==> src/design/drm_pkg.sv <==
// Package with DES tables, types and codes for the retail MAC block.
package drm_pkg;

  localparam int unsigned RoundCount = 16;

  localparam logic [1:0] CFG_KEY_A = 2'd0;
  localparam logic [1:0] CFG_KEY_B = 2'd1;
  localparam logic [1:0] CFG_DOUBLE_KEY = 2'd2;
  localparam logic [1:0] CFG_INIT_VECTOR = 2'd3;

  localparam logic [63:0] PAD_BLOCK = 64'h8000_0000_0000_0000;

  typedef struct packed {
    logic [63:0] data_block;
    logic [3:0] byte_count;
    logic last_block;
  } in_word_t;

  typedef struct packed {
    logic [31:0] mac;
    logic error;
  } out_word_t;

  typedef logic [7:0] tab_t [64];

  localparam tab_t T_IP = '{
    58,50,42,34,26,18,10,2,60,52,44,36,28,20,12,4,
    62,54,46,38,30,22,14,6,64,56,48,40,32,24,16,8,
    57,49,41,33,25,17,9,1,59,51,43,35,27,19,11,3,
    61,53,45,37,29,21,13,5,63,55,47,39,31,23,15,7};
  localparam tab_t T_FP = '{
    40,8,48,16,56,24,64,32,39,7,47,15,55,23,63,31,
    38,6,46,14,54,22,62,30,37,5,45,13,53,21,61,29,
    36,4,44,12,52,20,60,28,35,3,43,11,51,19,59,27,
    34,2,42,10,50,18,58,26,33,1,41,9,49,17,57,25};
  localparam logic [7:0] T_E [48] = '{
    32,1,2,3,4,5,4,5,6,7,8,9,8,9,10,11,12,13,12,13,14,15,16,17,
    16,17,18,19,20,21,20,21,22,23,24,25,24,25,26,27,28,29,28,29,30,31,32,1};
  localparam logic [7:0] T_P [32] = '{
    16,7,20,21,29,12,28,17,1,15,23,26,5,18,31,10,
    2,8,24,14,32,27,3,9,19,13,30,6,22,11,4,25};
  localparam logic [7:0] T_PC1 [56] = '{
    57,49,41,33,25,17,9,1,58,50,42,34,26,18,10,2,59,51,43,35,27,19,11,3,60,52,44,36,
    63,55,47,39,31,23,15,7,62,54,46,38,30,22,14,6,61,53,45,37,29,21,13,5,28,20,12,4};
  localparam logic [7:0] T_PC2 [48] = '{
    14,17,11,24,1,5,3,28,15,6,21,10,23,19,12,4,26,8,16,7,27,20,13,2,
    41,52,31,37,47,55,30,40,51,45,33,48,44,49,39,56,34,53,46,42,50,36,29,32};
  localparam logic [15:0] T_ROT2 = 16'b0111_1110_1111_1100;

  localparam logic [3:0] T_SBOX [8][64] = '{
    '{14,4,13,1,2,15,11,8,3,10,6,12,5,9,0,7,0,15,7,4,14,2,13,1,10,6,12,11,9,5,3,8,
      4,1,14,8,13,6,2,11,15,12,9,7,3,10,5,0,15,12,8,2,4,9,1,7,5,11,3,14,10,0,6,13},
    '{15,1,8,14,6,11,3,4,9,7,2,13,12,0,5,10,3,13,4,7,15,2,8,14,12,0,1,10,6,9,11,5,
      0,14,7,11,10,4,13,1,5,8,12,6,9,3,2,15,13,8,10,1,3,15,4,2,11,6,7,12,0,5,14,9},
    '{10,0,9,14,6,3,15,5,1,13,12,7,11,4,2,8,13,7,0,9,3,4,6,10,2,8,5,14,12,11,15,1,
      13,6,4,9,8,15,3,0,11,1,2,12,5,10,14,7,1,10,13,0,6,9,8,7,4,15,14,3,11,5,2,12},
    '{7,13,14,3,0,6,9,10,1,2,8,5,11,12,4,15,13,8,11,5,6,15,0,3,4,7,2,12,1,10,14,9,
      10,6,9,0,12,11,7,13,15,1,3,14,5,2,8,4,3,15,0,6,10,1,13,8,9,4,5,11,12,7,2,14},
    '{2,12,4,1,7,10,11,6,8,5,3,15,13,0,14,9,14,11,2,12,4,7,13,1,5,0,15,10,3,9,8,6,
      4,2,1,11,10,13,7,8,15,9,12,5,6,3,0,14,11,8,12,7,1,14,2,13,6,15,0,9,10,4,5,3},
    '{12,1,10,15,9,2,6,8,0,13,3,4,14,7,5,11,10,15,4,2,7,12,9,5,6,1,13,14,0,11,3,8,
      9,14,15,5,2,8,12,3,7,0,4,10,1,13,11,6,4,3,2,12,9,5,15,10,11,14,1,7,6,0,8,13},
    '{4,11,2,14,15,0,8,13,3,12,9,7,5,10,6,1,13,0,11,7,4,9,1,10,14,3,5,12,2,15,8,6,
      1,4,11,13,12,3,7,14,10,15,6,8,0,5,9,2,6,11,13,8,1,4,10,7,9,5,0,15,14,2,3,12},
    '{13,2,8,4,6,15,11,1,10,9,3,14,5,0,12,7,1,15,13,8,10,3,7,4,12,5,6,11,0,14,9,2,
      7,11,4,1,9,12,14,2,0,6,10,13,15,3,5,8,2,1,14,7,4,10,8,13,15,12,9,0,3,5,6,11}};

  // Datapath commands from the controller.
  typedef struct packed {
    logic load_iv;    // chain value takes the initial vector
    logic start_blk;  // start a pass on chain ^ padded block
    logic start_pad;  // start a pass on chain ^ padding block
    logic start_dec;  // start a key B decrypt of the chain
    logic start_enc;  // start a key A encrypt of the chain
    logic round;      // run one round
    logic finish;     // store the pass result in the chain value
  } drm_cmd_t;

  function automatic logic [63:0] perm64(logic [63:0] x, tab_t t);
    logic [63:0] r;
    for (int i = 0; i < 64; i++) r[63-i] = x[64-t[i]];
    return r;
  endfunction

  function automatic logic [55:0] pc1(logic [63:0] x);
    logic [55:0] r;
    for (int i = 0; i < 56; i++) r[55-i] = x[64-T_PC1[i]];
    return r;
  endfunction

  function automatic logic [47:0] pc2(logic [55:0] x);
    logic [47:0] r;
    for (int i = 0; i < 48; i++) r[47-i] = x[56-T_PC2[i]];
    return r;
  endfunction

  function automatic logic [31:0] feistel(logic [31:0] r, logic [47:0] k);
    logic [47:0] e;
    logic [31:0] so;
    logic [31:0] f;
    logic [5:0] six;
    for (int i = 0; i < 48; i++) e[47-i] = r[32-T_E[i]];
    e = e ^ k;
    for (int j = 0; j < 8; j++) begin
      six = e[47-6*j -: 6];
      so[31-4*j -: 4] = T_SBOX[j][{six[5], six[0], six[4:1]}];
    end
    for (int i = 0; i < 32; i++) f[31-i] = so[32-T_P[i]];
    return f;
  endfunction

endpackage

==> src/design/drm_ctrl.sv <==
// Controller state machine sequencing DES passes for each word.
module drm_ctrl (
  input  logic clk,
  input  logic rst_n,
  input  logic in_fire,
  input  logic short_err,
  input  logic last_blk,
  input  logic full_blk,
  input  logic double_key,
  input  logic out_free,
  output logic in_ready,
  output logic res_load,
  output logic res_err,
  output drm_pkg::drm_cmd_t cmd
);
  localparam logic [2:0] S_IDLE = 3'd0;
  localparam logic [2:0] S_BLK = 3'd1;
  localparam logic [2:0] S_PAD = 3'd2;
  localparam logic [2:0] S_DEC = 3'd3;
  localparam logic [2:0] S_ENC = 3'd4;
  localparam logic [2:0] S_OUT = 3'd5;

  logic [2:0] state_r, state_nxt;
  logic [3:0] cnt_r, cnt_nxt;
  logic in_msg_r, in_msg_nxt;
  logic last_r, last_nxt;
  logic full_r, full_nxt;
  logic dbl_r, dbl_nxt;
  logic err_r, err_nxt;
  logic rnd_done;

  assign rnd_done = (cnt_r == 4'(drm_pkg::RoundCount - 1));
  assign in_ready = (state_r == S_IDLE);

  always_comb begin
    state_nxt = state_r;
    cnt_nxt = cnt_r;
    in_msg_nxt = in_msg_r;
    last_nxt = last_r;
    full_nxt = full_r;
    dbl_nxt = dbl_r;
    err_nxt = err_r;
    cmd = '0;
    res_load = 1'b0;
    res_err = 1'b0;
    unique case (state_r)
      S_IDLE: begin
        if (in_fire) begin
          cmd.load_iv = !in_msg_r;
          last_nxt = last_blk;
          full_nxt = full_blk;
          dbl_nxt = double_key;
          err_nxt = short_err;
          cnt_nxt = '0;
          if (short_err) begin
            in_msg_nxt = 1'b0;
            state_nxt = S_OUT;
          end else begin
            in_msg_nxt = 1'b1;
            cmd.start_blk = 1'b1;
            state_nxt = S_BLK;
          end
        end
      end
      S_OUT: begin
        if (out_free) begin
          res_load = 1'b1;
          res_err = err_r;
          state_nxt = S_IDLE;
        end
      end
      default: begin
        cmd.round = 1'b1;
        cnt_nxt = cnt_r + 4'd1;
        if (rnd_done) begin
          cmd.finish = 1'b1;
          cnt_nxt = '0;
          priority if (state_r == S_BLK && !last_r) begin
            state_nxt = S_IDLE;
          end else if (state_r == S_BLK && full_r) begin
            state_nxt = S_PAD;
          end else if ((state_r == S_BLK || state_r == S_PAD) && dbl_r) begin
            state_nxt = S_DEC;
          end else if (state_r == S_DEC) begin
            state_nxt = S_ENC;
          end else begin
            in_msg_nxt = 1'b0;
            state_nxt = S_OUT;
          end
        end
      end
    endcase
    // Next pass start is issued at the cycle the state changes.
    if (rnd_done && state_r != S_IDLE && state_r != S_OUT) begin
      cmd.start_pad = (state_nxt == S_PAD);
      cmd.start_dec = (state_nxt == S_DEC);
      cmd.start_enc = (state_nxt == S_ENC);
    end
  end

  always_ff @(posedge clk) begin
    if (!rst_n) begin
      state_r <= S_IDLE;
      cnt_r <= '0;
      in_msg_r <= 1'b0;
    end else begin
      state_r <= state_nxt;
      cnt_r <= cnt_nxt;
      in_msg_r <= in_msg_nxt;
    end
    last_r <= last_nxt;
    full_r <= full_nxt;
    dbl_r <= dbl_nxt;
    err_r <= err_nxt;
  end
endmodule

==> config.mk <==
export PLATFORM = sky130hd
export DESIGN_NAME = drm_ctrl
export DESIGN_NICKNAME = d
export VERILOG_FILES = /design/src/design/drm_pkg.sv /design/src/design/drm_ctrl.sv
export SDC_FILE = /design/constraint.sdc
export NUM_CORES = 1
export LEC_CHECK = 0
export ABC_CLOCK_PERIOD_IN_PS = 4650
export BUFFER_PORTS_ARGS = -buffer_cell sky130_fd_sc_hd__buf_2
export CAP_MARGIN = 30
export CORE_UTILIZATION = 54
export CTS_BUF_LIST = sky130_fd_sc_hd__clkbuf_4 sky130_fd_sc_hd__clkbuf_8 sky130_fd_sc_hd__clkbuf_16
export DETAILED_ROUTE_END_ITERATION = 7
export GPL_TIMING_DRIVEN = 0
export PLACE_DENSITY = 0.91
export SYNTH_ARGS = -nofsm -noshare
export SYNTH_HDL_FRONTEND = slang
export SYNTH_SLANG_ARGS = --single-unit
==> constraint.sdc <==
create_clock -name clk -period 4.65 [get_ports clk]
set_input_delay 1.1625 -clock clk [delete_from_list [all_inputs] [get_ports clk]]
set_output_delay 1.1625 -clock clk [all_outputs]
set_load 0.02 [all_outputs]
Word-level counts from Yosys, hierarchy flattened. Cells that the tools add are included. Widths: inputs -> output; s select.

Flip-flop bits (word level): 12. Input bits: 8. Output and inout bits: 10. Word-level logic and storage cells: 67.

$add $sub $neg: 1. Equal/unequal tests: 14. Multiplexer cells: 29. Bitwise logic cells: 1. Reduce and logical (&&, ||, !) cells: 15.

Operator list (count): $mux 3 (8); $mux 1 (13); $eq 3x2->1 const B (4); $ne 2x2->1 const B (5); $mux 4 (2); $pmux 4 s2 (1); $reduce_and 7->1 (1); $eq 3x3->1 const B (2); $mux 2 (3); $pmux 3 s2 (1); $logic_and 1x1->1 (5); $add 4x1->4 const B (1); $eq 4x4->1 const B (1); $reduce_and 2->1 (2); $eq 3x1->1 const B (1); $logic_not 3->1 (1); $ne 3x3->1 const B (1); $reduce_bool 3->1 (1); $logic_not 1->1 (2); $pmux 1 s2 (1); $reduce_bool 2->1 (1); $reduce_or 2->1 (1); $logic_or 1x1->1 (1); $not 1->1 (1).

Longest topological paths before layout.
Depth in word-level cells: 10. Depth in mapped cells: 5. Mapped depth without buffers: 5.

Worst setup path after synthesis. Ideal clock, no wire load.

Kind: input to output. Start point: input in_fire. End point: output cmd[2] (netlist bit). Arrival: 2200 ps. Data required time: 3488 ps. Slack: 1288 ps. Stages on the path: 4. Buffers on the path: 0. Cells stage by stage: or4b_4 -> o31a_1 -> o311ai_2 -> a211oi_1.

RTL lines: start: declaration (RTL line drm_ctrl.sv:5) `input logic in_fire,`; end: declaration (RTL line drm_ctrl.sv:14) `output drm_pkg::drm_cmd_t cmd`.

==> impl_metrics.ini <==
[global_routing]
grt_pass1_vias = 613
grt_overflow = 0
antenna_found_initial = 0
grt_first_pass_wirelength_mm = 2.74
track_usage_pct = 27.4
grt_max_degree = 11

[flow_run]
drv_cap = 0

[synthesis]
yosysSeqAreaShare_pct = 37.3
synthXorXnorAreaFrac_pct = 0
syn-cell-area_um2 = 751
yosys_warnings = 0
synth_edf_count = 4
ys.flop_type = dfxtp_1
synth_adder_area_share_pct = 1.67
synth_fp_nets = 92
synth_cell_types = 37
synthSimpleGateAreaFrac_pct = 26.8
yosys_register_bits = 12
synth_top_area_share_pct = 21.3
synth_top_area_cell = dfxtp_1
async_reset_ff_share_pct = 0
synthMuxAreaShare_pct = 0
synth_top_family_by_area = simple AND/OR/NAND/NOR gates
synth_compound_gate_area_share_pct = 26.2
syn_avg_cell_area_um2 = 9.04
synthCells = 83
netlist_top_cells_area = dfxtp_1 21%, edfxtp_1 16%, nor3b_1 6.0%

[timing]
skew_ns = 0.00432
relSlewSlack_pct = 69.5
max_freq_mhz = 281
hold_violations = 0
tns_ns = 0
worst_slack_ns = 1.09
setup_viol = 0
min_period_over_period_pct = 76.6
slew_viol_final = 0
worst_slew_pin_slew_ns = 0.457
rsz0062_at_grt = no
finalCriticalPeriod_ns = 3.56

[worst_setup_path]
start_kind = primary input
path_max_fanout = 4
worst_setup_path_end_kind = output port
crit_type = primary input to output port
cp.arrival_ns = 2.40
cp.required_ns = 3.49

[final_layout]
mostFrequentLayoutCells = 17 x buf_2, 8 x inv_1, 8 x dfxtp_1
drive_gt1_share_pct = 29.8
post-route-cell-area_um2 = 885
fill_cells = 115
num-nets-final = 114
fin_util_pct = 68.0
antenna_cells = 0
syn_to_final_growth_pct = 17.8
layout_commonest_cell = buf_2

[clock_tree]
post-cts-setup-buffers = 0
cts_hold_buf = 0
ctsResizeCount = 0
clock-sinks = 12
cts_tree = done
root_buffer = clkbuf_4
clk-insertion-delay-late_ns = 0.28
htreeDepth = 1
cts.path.max_buffers = 2
cts_buffers = 3
clk_pin_slew_ns = 0.07

[drt]
dr.first_iter.drc_count = 40
vias = 709
firstDrtPassIters = 4
drt-vias-per-instance = 5.96
drc = 0
antenna_left = 0
drt-total-wl_mm = 1.77
wl_per_cell_um = 14.9

[min_path]
holdCritPathClass = register to register

[pwr]
leakagePower_nw = 0.387
ir_drop_mv = 0.177
finalPower_mw = 0.257
p_per_area_nw_per_um2 = 290

[floorplan]
fp.dieH_um = 39.3
core_um2 = 1300
row_count = 13
die-area_um2 = 1540
die_w_um = 39.3
start_util_pct = 57.7
ios = 18

[place]
dp_slack_ns = 1.09
dpl_cell_area_um2 = 855
hpwlAfterDp_mm = 1.35
port-buffer-count = 17
globalplace.congestion = 0.886

[outcome]
outcome = completed
-- power by group --
group          switching [mW]  internal [mW]  total (mW)
sequential            0.00536          0.115       0.121
clock                  0.0343         0.0391      0.0734
combinational          0.0368         0.0258      0.0625
-- registers in the layout (all words and copies together), names as in the netlist --
| signal | flops |
|---|---|
| in_msg_r | 1 |
| state_r | 3 |
| full_r | 1 |
| dbl_r | 1 |
| last_r | 1 |
| err_r | 1 |
| cnt_r | 4 |
-- routing by layer --
layer	routed length [µm]	vias up	track usage [%]
met5	0	-	0
met1	724	322	32.9
met4	34	0	16.4
li1	-	350	-
met3	121	5	5.11
met2	890	32	45.0
-- worst paths after layout --
path / cells after the start / startpoint / slack [ns] / to
min reg2reg: 2 / cnt_r[0] / 0.50 / cnt_r[0]
max reg2reg: 5 / cnt_r[0] / 3.04 / state_r[0]
max: 6 / in_fire / 1.09 / cmd[3]
min: 2 / cnt_r[0] / 0.50 / cnt_r[0]
-- metrics by stage --
stage	std cells	hold WS, ns
2_1_floorplan	83	0.462
3_3_place_gp	115	0.478
3_5_place_dp	115	0.498
4_1_cts	119	0.509
5_1_grt	119	0.543
6_report	119	0.504
-- final cells by class --
cell class	count	area, µm²	area share [%]
buffer	3	30.0	3.39
sequential	12	280	31.7
timing repair buffer	17	85.1	9.62
inverter	8	30.0	3.39
tap	15	18.8	2.12
multi-input combinational	60	410	46.4
clock buffer	4	30.0	3.39
-- synthesized netlist by cell type, types with 2 or more instances --
library cell / n
a211oi_1: 2
a21o_1: 2
a21oi_1: 7
a31oi_1: 2
and2_1: 2
and3_1: 3
buf_6: 2
dfxtp_1: 8
edfxtp_1: 4
inv_1: 8
nand2_1: 3
nand2b_1: 2
nor2_1: 5
nor3b_1: 6
o21ai_0: 3
o311ai_2: 2
or4_1: 2
-- critical path, cell delays in order --
cell,delay (ns)
buf_2,0.11
or4b_4,0.50
o31a_1,0.14
o311ai_2,0.11
and3_1,0.21
buf_2,0.16
-- logic make-up after synthesis --
kind of cell / after synthesis
simple gates: 32
compound gates: 27
flops: 12
buf+inv: 11
fa+ha+maj: 1
No activity file was read; power rests on OpenSTA's default activity.
