File: src/design/drm_pkg.sv
// Package with DES tables, types and codes for the retail MAC block.
package drm_pkg;

  localparam int unsigned RoundCount = 16;

  localparam logic [1:0] CFG_KEY_A = 2'd0;
  localparam logic [1:0] CFG_KEY_B = 2'd1;
  localparam logic [1:0] CFG_DOUBLE_KEY = 2'd2;
  localparam logic [1:0] CFG_INIT_VECTOR = 2'd3;

  localparam logic [63:0] PAD_BLOCK = 64'h8000_0000_0000_0000;

  typedef struct packed {
    logic [63:0] data_block;
    logic [3:0] byte_count;
    logic last_block;
  } in_word_t;

  typedef struct packed {
    logic [31:0] mac;
    logic error;
  } out_word_t;

  typedef logic [7:0] tab_t [64];

  localparam tab_t T_IP = '{
    58,50,42,34,26,18,10,2,60,52,44,36,28,20,12,4,
    62,54,46,38,30,22,14,6,64,56,48,40,32,24,16,8,
    57,49,41,33,25,17,9,1,59,51,43,35,27,19,11,3,
    61,53,45,37,29,21,13,5,63,55,47,39,31,23,15,7};
  localparam tab_t T_FP = '{
    40,8,48,16,56,24,64,32,39,7,47,15,55,23,63,31,
    38,6,46,14,54,22,62,30,37,5,45,13,53,21,61,29,
    36,4,44,12,52,20,60,28,35,3,43,11,51,19,59,27,
    34,2,42,10,50,18,58,26,33,1,41,9,49,17,57,25};
  localparam logic [7:0] T_E [48] = '{
    32,1,2,3,4,5,4,5,6,7,8,9,8,9,10,11,12,13,12,13,14,15,16,17,
    16,17,18,19,20,21,20,21,22,23,24,25,24,25,26,27,28,29,28,29,30,31,32,1};
  localparam logic [7:0] T_P [32] = '{
    16,7,20,21,29,12,28,17,1,15,23,26,5,18,31,10,
    2,8,24,14,32,27,3,9,19,13,30,6,22,11,4,25};
  localparam logic [7:0] T_PC1 [56] = '{
    57,49,41,33,25,17,9,1,58,50,42,34,26,18,10,2,59,51,43,35,27,19,11,3,60,52,44,36,
    63,55,47,39,31,23,15,7,62,54,46,38,30,22,14,6,61,53,45,37,29,21,13,5,28,20,12,4};
  localparam logic [7:0] T_PC2 [48] = '{
    14,17,11,24,1,5,3,28,15,6,21,10,23,19,12,4,26,8,16,7,27,20,13,2,
    41,52,31,37,47,55,30,40,51,45,33,48,44,49,39,56,34,53,46,42,50,36,29,32};
  localparam logic [15:0] T_ROT2 = 16'b0111_1110_1111_1100;

  localparam logic [3:0] T_SBOX [8][64] = '{
    '{14,4,13,1,2,15,11,8,3,10,6,12,5,9,0,7,0,15,7,4,14,2,13,1,10,6,12,11,9,5,3,8,
      4,1,14,8,13,6,2,11,15,12,9,7,3,10,5,0,15,12,8,2,4,9,1,7,5,11,3,14,10,0,6,13},
    '{15,1,8,14,6,11,3,4,9,7,2,13,12,0,5,10,3,13,4,7,15,2,8,14,12,0,1,10,6,9,11,5,
      0,14,7,11,10,4,13,1,5,8,12,6,9,3,2,15,13,8,10,1,3,15,4,2,11,6,7,12,0,5,14,9},
    '{10,0,9,14,6,3,15,5,1,13,12,7,11,4,2,8,13,7,0,9,3,4,6,10,2,8,5,14,12,11,15,1,
      13,6,4,9,8,15,3,0,11,1,2,12,5,10,14,7,1,10,13,0,6,9,8,7,4,15,14,3,11,5,2,12},
    '{7,13,14,3,0,6,9,10,1,2,8,5,11,12,4,15,13,8,11,5,6,15,0,3,4,7,2,12,1,10,14,9,
      10,6,9,0,12,11,7,13,15,1,3,14,5,2,8,4,3,15,0,6,10,1,13,8,9,4,5,11,12,7,2,14},
    '{2,12,4,1,7,10,11,6,8,5,3,15,13,0,14,9,14,11,2,12,4,7,13,1,5,0,15,10,3,9,8,6,
      4,2,1,11,10,13,7,8,15,9,12,5,6,3,0,14,11,8,12,7,1,14,2,13,6,15,0,9,10,4,5,3},
    '{12,1,10,15,9,2,6,8,0,13,3,4,14,7,5,11,10,15,4,2,7,12,9,5,6,1,13,14,0,11,3,8,
      9,14,15,5,2,8,12,3,7,0,4,10,1,13,11,6,4,3,2,12,9,5,15,10,11,14,1,7,6,0,8,13},
    '{4,11,2,14,15,0,8,13,3,12,9,7,5,10,6,1,13,0,11,7,4,9,1,10,14,3,5,12,2,15,8,6,
      1,4,11,13,12,3,7,14,10,15,6,8,0,5,9,2,6,11,13,8,1,4,10,7,9,5,0,15,14,2,3,12},
    '{13,2,8,4,6,15,11,1,10,9,3,14,5,0,12,7,1,15,13,8,10,3,7,4,12,5,6,11,0,14,9,2,
      7,11,4,1,9,12,14,2,0,6,10,13,15,3,5,8,2,1,14,7,4,10,8,13,15,12,9,0,3,5,6,11}};

  // Datapath commands from the controller.
  typedef struct packed {
    logic load_iv;    // chain value takes the initial vector
    logic start_blk;  // start a pass on chain ^ padded block
    logic start_pad;  // start a pass on chain ^ padding block
    logic start_dec;  // start a key B decrypt of the chain
    logic start_enc;  // start a key A encrypt of the chain
    logic round;      // run one round
    logic finish;     // store the pass result in the chain value
  } drm_cmd_t;

  function automatic logic [63:0] perm64(logic [63:0] x, tab_t t);
    logic [63:0] r;
    for (int i = 0; i < 64; i++) r[63-i] = x[64-t[i]];
    return r;
  endfunction

  function automatic logic [55:0] pc1(logic [63:0] x);
    logic [55:0] r;
    for (int i = 0; i < 56; i++) r[55-i] = x[64-T_PC1[i]];
    return r;
  endfunction

  function automatic logic [47:0] pc2(logic [55:0] x);
    logic [47:0] r;
    for (int i = 0; i < 48; i++) r[47-i] = x[56-T_PC2[i]];
    return r;
  endfunction

  function automatic logic [31:0] feistel(logic [31:0] r, logic [47:0] k);
    logic [47:0] e;
    logic [31:0] so;
    logic [31:0] f;
    logic [5:0] six;
    for (int i = 0; i < 48; i++) e[47-i] = r[32-T_E[i]];
    e = e ^ k;
    for (int j = 0; j < 8; j++) begin
      six = e[47-6*j -: 6];
      so[31-4*j -: 4] = T_SBOX[j][{six[5], six[0], six[4:1]}];
    end
    for (int i = 0; i < 32; i++) f[31-i] = so[32-T_P[i]];
    return f;
  endfunction

endpackage

File: src/design/drm_dp.sv
// Datapath with chain register, key schedule and a shared DES round unit.
module drm_dp (
  input  logic clk,
  input  logic [63:0] key_a,
  input  logic [63:0] key_b,
  input  logic [63:0] init_vec,
  input  logic [63:0] blk,
  input  drm_pkg::drm_cmd_t cmd,
  output logic [63:0] chain
);
  logic [63:0] chain_r, chain_nxt;
  logic [31:0] l_r, l_nxt, r_r, r_nxt;
  logic [27:0] c_r, c_nxt, d_r, d_nxt;
  logic [3:0] rnd_r, rnd_nxt;
  logic dec_r, dec_nxt;
  logic [63:0] chain_src, ip_in, ip_out;
  logic [55:0] cd0;
  logic [27:0] c_cur, d_cur;
  logic [31:0] f;
  logic [63:0] pass_out;
  logic starting;
  logic rot2;

  assign starting = cmd.start_blk | cmd.start_pad | cmd.start_dec | cmd.start_enc;
  assign chain_src = cmd.load_iv ? init_vec : chain_r;
  assign rot2 = drm_pkg::T_ROT2[rnd_r];

  always_comb begin
    priority if (cmd.start_blk) ip_in = chain_src ^ blk;
    else if (cmd.start_pad) ip_in = pass_out ^ drm_pkg::PAD_BLOCK;
    else ip_in = pass_out;
    ip_out = drm_pkg::perm64(ip_in, drm_pkg::T_IP);
    cd0 = drm_pkg::pc1(cmd.start_dec ? key_b : key_a);
    // Encrypt rotates left before the round; decrypt uses the undone key and rotates right after.
    if (dec_r) begin
      c_cur = c_r;
      d_cur = d_r;
    end else if (rot2) begin
      c_cur = {c_r[25:0], c_r[27:26]};
      d_cur = {d_r[25:0], d_r[27:26]};
    end else begin
      c_cur = {c_r[26:0], c_r[27]};
      d_cur = {d_r[26:0], d_r[27]};
    end
    f = drm_pkg::feistel(r_r, drm_pkg::pc2({c_cur, d_cur}));
    pass_out = drm_pkg::perm64({l_r ^ f, r_r}, drm_pkg::T_FP);
  end

  always_comb begin
    l_nxt = l_r;
    r_nxt = r_r;
    c_nxt = c_r;
    d_nxt = d_r;
    rnd_nxt = rnd_r;
    dec_nxt = dec_r;
    chain_nxt = chain_r;
    if (cmd.load_iv) chain_nxt = init_vec;
    if (cmd.round) begin
      l_nxt = r_r;
      r_nxt = l_r ^ f;
      rnd_nxt = rnd_r + 4'd1;
      if (dec_r) begin
        // Decrypt round i uses the subkey of round 15-i, undo its rotation.
        if (drm_pkg::T_ROT2[4'd15 - rnd_r]) begin
          c_nxt = {c_r[1:0], c_r[27:2]};
          d_nxt = {d_r[1:0], d_r[27:2]};
        end else begin
          c_nxt = {c_r[0], c_r[27:1]};
          d_nxt = {d_r[0], d_r[27:1]};
        end
      end else begin
        c_nxt = c_cur;
        d_nxt = d_cur;
      end
    end
    if (cmd.finish) chain_nxt = pass_out;
    if (starting) begin
      l_nxt = ip_out[63:32];
      r_nxt = ip_out[31:0];
      c_nxt = cd0[55:28];
      d_nxt = cd0[27:0];
      rnd_nxt = '0;
      dec_nxt = cmd.start_dec;
    end
  end

  always_ff @(posedge clk) begin
    chain_r <= chain_nxt;
    l_r <= l_nxt;
    r_r <= r_nxt;
    c_r <= c_nxt;
    d_r <= d_nxt;
    rnd_r <= rnd_nxt;
    dec_r <= dec_nxt;
  end

  assign chain = chain_r;
endmodule

File: config.mk
export PLATFORM = sky130hd
export DESIGN_NAME = drm_dp
export DESIGN_NICKNAME = d
export VERILOG_FILES = /design/src/design/drm_pkg.sv /design/src/design/drm_dp.sv
export SDC_FILE = /design/constraint.sdc
export NUM_CORES = 1
export LEC_CHECK = 0
export BUFFER_PORTS_ARGS = -buffer_cell sky130_fd_sc_hd__buf_2
export CELL_PAD_IN_SITES_DETAIL_PLACEMENT = 2
export CELL_PAD_IN_SITES_GLOBAL_PLACEMENT = 2
export CORE_AREA = 2 2 235 237
export CTS_BUF_LIST = sky130_fd_sc_hd__clkbuf_8 sky130_fd_sc_hd__clkbuf_16
export CTS_CLUSTER_SIZE = 25
export DETAILED_ROUTE_END_ITERATION = 10
export DIE_AREA = 0 0 237 239
export PLACE_DENSITY_LB_ADDON = 0.1
export SYNTH_ARGS = -nofsm -noshare
export SYNTH_HDL_FRONTEND = slang
export SYNTH_SLANG_ARGS = --single-unit
File: constraint.sdc
create_clock -name clk -period 11.7 [get_ports clk]
set_clock_uncertainty 0.05 [all_clocks]
set_input_delay 1.17 -clock clk [delete_from_list [all_inputs] [get_ports clk]]
set_output_delay 1.17 -clock clk [all_outputs]
set_load 0.01 [all_outputs]
# [Yosys cells after proc, flatten, opt, wreduce, memory -nomap -nowiden]
# Memory sizes are Yosys's and may differ from the RTL's. A register that Yosys moved wholly into a read port is not among the register bits.
# Cells that the tools add are included.
[word_totals] reg_bits=189 romBits=2080 inputBits=264 out_inout_bits=64 wordCells=91 n_memories=10
[op_classes] n_addsub=2 n_lt_le_gt_ge=10 eq_ne=2 n_mux=41 bitwise=15 n_reduce_logical=3
[memory_table] memory="(name not given)" words=64 width=4 rd=1 rd_clocked_by_memory_dff=0 write_ports=0 line="drm_pkg.sv:106" text="so[31-4*j -: 4] = T_SBOX[j][{six[5], six[0], six[4:1]}];"
[memory_table] memory="(name not given)" words=64 width=4 rd=1 rd_clocked_by_memory_dff=0 write_ports=0 line="drm_pkg.sv:106"
[memory_table] memory="(name not given)" words=64 width=4 rd=1 rd_clocked_by_memory_dff=0 write_ports=0 line="drm_pkg.sv:106"
[memory_table] memory="(name not given)" words=64 width=4 rd=1 rd_clocked_by_memory_dff=0 write_ports=0 line="drm_pkg.sv:106"
[memory_table] memory="(name not given)" words=64 width=4 rd=1 rd_clocked_by_memory_dff=0 write_ports=0 line="drm_pkg.sv:106"
[memory_table] memory="(name not given)" words=64 width=4 rd=1 rd_clocked_by_memory_dff=0 write_ports=0 line="drm_pkg.sv:106"
[memory_table] memory="4 more memories"
[op_table] op="2-to-1 mux 28 bit" count=12
[op_table] op="2-to-1 mux 64 bit" count=5
[op_table] op="2-to-1 mux 32 bit" count=4
[op_table] op="2-to-1 mux 4 bit" count=18
[op_table] op="bitwise XOR 64 bit" count=1
[op_table] op="greater-or-equal comparator 7 bit (second input constant)" count=8
[op_table] op="inverter 6 -> 7 bit" count=8
[op_table] op="bitwise XOR 48 bit" count=1
[op_table] op="bitwise XOR 32 bit" count=1
[op_table] op="less-than comparator 4 x 5 -> 1 bit (second input constant)" count=2
[op_table] op="adder 4 x 1 -> 4 bit (second input constant)" count=1
[op_table] op="AND reduction 2 bit" count=2
[op_table] op="subtractor 4 bit (first input constant)" count=1
[op_table] op="!= test 3 bit (second input constant)" count=1
[op_table] op="OR 1 bit" count=3
[op_table] op="2-to-1 mux 1 bit" count=2
[op_table] op="!= test 2 bit (second input constant)" count=1
[op_table] op="nonzero test 2 bit" count=1
[op_table] op="inverter 1 bit" count=1

# [Logic depth before layout (Yosys ltp)]
[depth] word_depth=13 depth_mapped=17

# [Least setup slack after synthesis]
# No wires, ideal clock.
[synth_timing] kind="input port to flip-flop" startpoint="input port cmd[4] in the netlist's numbering" endpoint="register c_r[0] (enable)" setup_time_ns=0.450 t_arrival_ns=3.762 required_time_ns=11.200 setup_slack_ns=7.437 cell_stages=4 path_buffers=2 cell_sequence="or3_1 -> clkbuf_1 -> clkbuf_1 -> or3_1"
[synth_between] elab_chain_len=4
[synth_lines] item="start: declaration" line="drm_dp.sv:8" text="input drm_pkg::drm_cmd_t cmd,"
[synth_lines] item="OR 1 bit (3 in a row)" line="drm_dp.sv:24" text="assign starting = cmd.start_blk | cmd.start_pad | cmd.start_dec | cmd.start_enc;"
[synth_lines] item="nonzero test 2 bit (no source line)"
[synth_lines] item="end signal: assignment" line="drm_dp.sv:91" text="c_r <= c_nxt;"
[synth_lines] item="end: declaration" line="drm_dp.sv:13" text="logic [27:0] c_r, c_nxt, d_r, d_nxt;"
# No other way between the ends.
# A chain may end at the register's enable or synchronous reset.

# [Final worst setup path]
[layout_timing] startpoint="register dec_r" endpoint="register l_r[1] (data pin)"
[layout_between] elab_chain_len=10
[layout_lines] item="start: declaration" line="drm_dp.sv:15" text="logic dec_r, dec_nxt;"
[layout_lines] item="start signal: assignment" line="drm_dp.sv:94" text="dec_r <= dec_nxt;"
[layout_lines] item="2-to-1 mux 28 bit" line="drm_dp.sv:35" text="if (dec_r) begin"
[layout_lines] item="bitwise XOR 48 bit" line="drm_pkg.sv:103" text="e = e ^ k;"
[layout_lines] item="inverter 6 -> 7 bit (implied by the code)" line="drm_pkg.sv:106"
[layout_lines] item="memory (64 x 4 bit)"
[layout_lines] item="2-to-1 mux 4 bit (implied by the code) (2 in a row)" line="drm_pkg.sv:106"
[layout_lines] item="bitwise XOR 32 bit" line="drm_dp.sv:46" text="pass_out = drm_pkg::perm64({l_r ^ f, r_r}, drm_pkg::T_FP);"
[layout_lines] item="2-to-1 mux 64 bit" line="drm_dp.sv:30" text="else if (cmd.start_pad) ip_in = pass_out ^ drm_pkg::PAD_BLOCK;"
[layout_lines] item="2-to-1 mux 64 bit" line="drm_dp.sv:29" text="priority if (cmd.start_blk) ip_in = chain_src ^ blk;"
[layout_lines] item="2-to-1 mux 32 bit" line="drm_dp.sv:77" text="if (starting) begin"
[layout_lines] item="named net l_nxt[1]" line="drm_dp.sv:12" text="logic [31:0] l_r, l_nxt, r_r, r_nxt;"
[layout_lines] item="end signal: assignment" line="drm_dp.sv:89" text="l_r <= l_nxt;"
[layout_lines] item="end: declaration" line="drm_dp.sv:12"
# The timed path passes the listed nets, and every way through them passes these cells. The select of a mux whose other input is x is not followed.

==> qor.yml <==
worstPathArrival_ns: 5.78
io-pin-count: 328
final_util_pct: 39.1
nets: 2614
synth.largest_area_cell: "edfxtp_1"
worstSkewPairLatency_ns: 0.51
cp.required_ns: 11.89
ys_async_sr_fraction_pct: 0
synth_common_cells: "nand2_1 (228), mux2i_1 (193), edfxtp_1 (121)"
cts_hold_buf: 0
grtUsageTotal_pct: 25.1
final_area_mm2: 0.0212
avgSynthCellArea_um2: 8.95
slew_headroom_pct: 19.5
row_count: 86
portBuffers: 311
stdcell_count: 3005
setup_ws_ns: 6.12
grt_pass1_wl_um: 111000
core-area_mm2: 0.0543
netlist_area_mm2: 0.0187
die-height_um: 239
swShare_pct: 46.0
cts_tree: "built"
firstDrtPassIters: 5
yosysWarningCount: 0
synthFlopType: "edfxtp_1"
fin_crit_ns: 5.58
die_x_um: 237
grt_max_degree: 113
power_frac_clock_pct: 17.7
gp_congestion: 0.866
synth_seq_cells: 190
grt_pass1_vias: 18406
synthCells: 2087
h-tree-depth: 4
finalHoldViolCount: 0
dieArea_mm2: 0.0566
syn_to_final_growth_pct: 13.6
numCtsBuffers: 17
antenna_found_initial: 3
synth-edff-count: 121
synth_fp_nets: 2415
pre_cts_slack_ns: 6.16
ir_worst_vdd_uv: 131
p_leak_nw: 8.56
crit_path_start_kind: "flop"
synth_area_leaders: "edfxtp_1 (19%), mux2i_1 (10%), dfxtp_1 (7.4%), mux2_2 (6.4%), nand2_1 (4.6%)"
critical_path_class: "flop to flop"
cts_setup_buffers: 0
place_inst: 2971
placed_area_mm2: 0.0206
ys_seq_area_share_pct: 26.8
route.detailed.drc: 0
critPathCaptureType: "flop"
finalPower_mw: 3.75
setup_viol_count_final: 0
power_frac_seq_pct: 28.2
run_status: "completed"
post-route-period-util_pct: 47.7
dp_hpwl_um: 52500
clkSinkCount: 190
power_density_mw_per_mm2: 177
dr_total_vias: 17282
drive_gt1_share_pct: 25.7
p_sw_mw: 1.73
worstPathMaxFanout: 84
overflow: 0
combPwrFrac_pct: 54.1
hold_path_class: "flop to flop"
route.detailed.wl_per_inst_um: 23.9
ctsLongestPathBuffers: 2
drt_wl_total_um: 71900
max_freq_ghz: 0.179
worst_slew_pin_slew_ns: 1.20
whs_path_depth: 2
drv_slew: 0
first_iter_violations: 848
hold_ws_ns: 0.539
rsz0062_at_grt: "false"
root_buffer: "clkbuf_16"
maxCapViolations: 0
initial_core_util_pct: 34.4
synthDistinctLibCells: 103
worstRegToRegCells: 16
p_int_mw: 2.03
vias_per_cell: 5.75
clk_pin_slew_ns: 0.09
cts_resized: 0
yosysMostFrequentCell: "nand2_1"
tns_ns: 0
antenna_left: 0
yosysTopAreaCellShare_pct: 19.4
per-layer routing:
metal / global-route usage [%] / wire (um) / vias to the layer above
met2: 45.3 / 37000 / 229
met4: 7.61 / 1630 / 0
met3: 2.51 / 1280 / 53
met1: 31.6 / 32000 / 8856
li1: - / - / 8144
met5: 0 / 0 / -
flip-flops by register name, summed over array words and instances, names as in the netlist:
signal  count
rnd_r       4
rot2        1
c_r        28
l_r        32
d_r        28
dec_r       1
r_r        32
chain      64
power groups by stage:
| stage | Combinational [mW] | Sequential (mW) | Clock, mW |
|---|---|---|---|
| floorplan | 1.39 | 1.06 | 0 |
| global placement | 1.95 | 1.07 | 0 |
| detailed placement | 2.02 | 1.07 | 0 |
| CTS | 2.04 | 1.06 | 0.683 |
| global route | 2.22 | 1.08 | 0.701 |
| finish | 2.03 | 1.06 | 0.664 |
cell type report:
type,count,area [um^2]
diodes,2,5.00
clock buffers,17,425
clock inverters,15,196
fillers,6050,33100
inverters,49,194
multi-input cells,1689,12700
flip-flops and latches,190,5020
well taps,704,881
repair buffers,339,1780
placed cells by master, fill, tap and decap left out, types with 21 or more instances in the layout:
cell and n:
a211oi_1 40, a21oi_1 71, buf_2 307, buf_4 32, dfxtp_1 68, edfxtp_1 121
ha_1 64, inv_1 40, mux2_2 107, mux2_4 21, mux2i_1 193, nand2_1 228
nand3_1 103, nand3b_1 31, nor2_1 112, nor3_1 47, o211ai_1 73, o21ai_0 114
o21ai_1 23, o31ai_1 27, xnor2_1 77, xor2_1 52
worst max-delay path: stages, from the launching register on:
cell	delay, ns
edfxtp_1	0.35
buf_4	0.63
buf_4	0.79
nand2b_1	0.10
o21ai_0	0.35
nor2_2	0.17
inv_1	0.32
ha_1	0.28
inv_1	0.11
mux2_2	0.27
nand3_1	0.08
o31ai_1	0.08
nor3_1	0.30
o21ai_0	0.15
a31oi_1	0.76
xor2_1	0.31
o21ai_1	0.11
cells by family after synthesis:
logic type               share of synthesized area (%)
buffers and inverters                             5.10
flip-flops                                        26.8
XOR/XNOR                                          8.34
multiplexers                                      21.1
AND/OR/NAND/NOR                                   15.8
AO/OA/AOI/OAI                                     18.5
adder cells (fa/ha/maj)                           4.35
worst paths after layout:
| kind | start | endpoint | slack, ns |
|---|---|---|---|
| max | dec_r | l_r[1] | 6.12 |
| min | chain[46] | chain[46] | 0.54 |
| max reg2reg | dec_r | l_r[1] | 6.12 |
| min reg2reg | chain[46] | chain[46] | 0.54 |
Note: power is estimated with default switching activity, not from simulation.
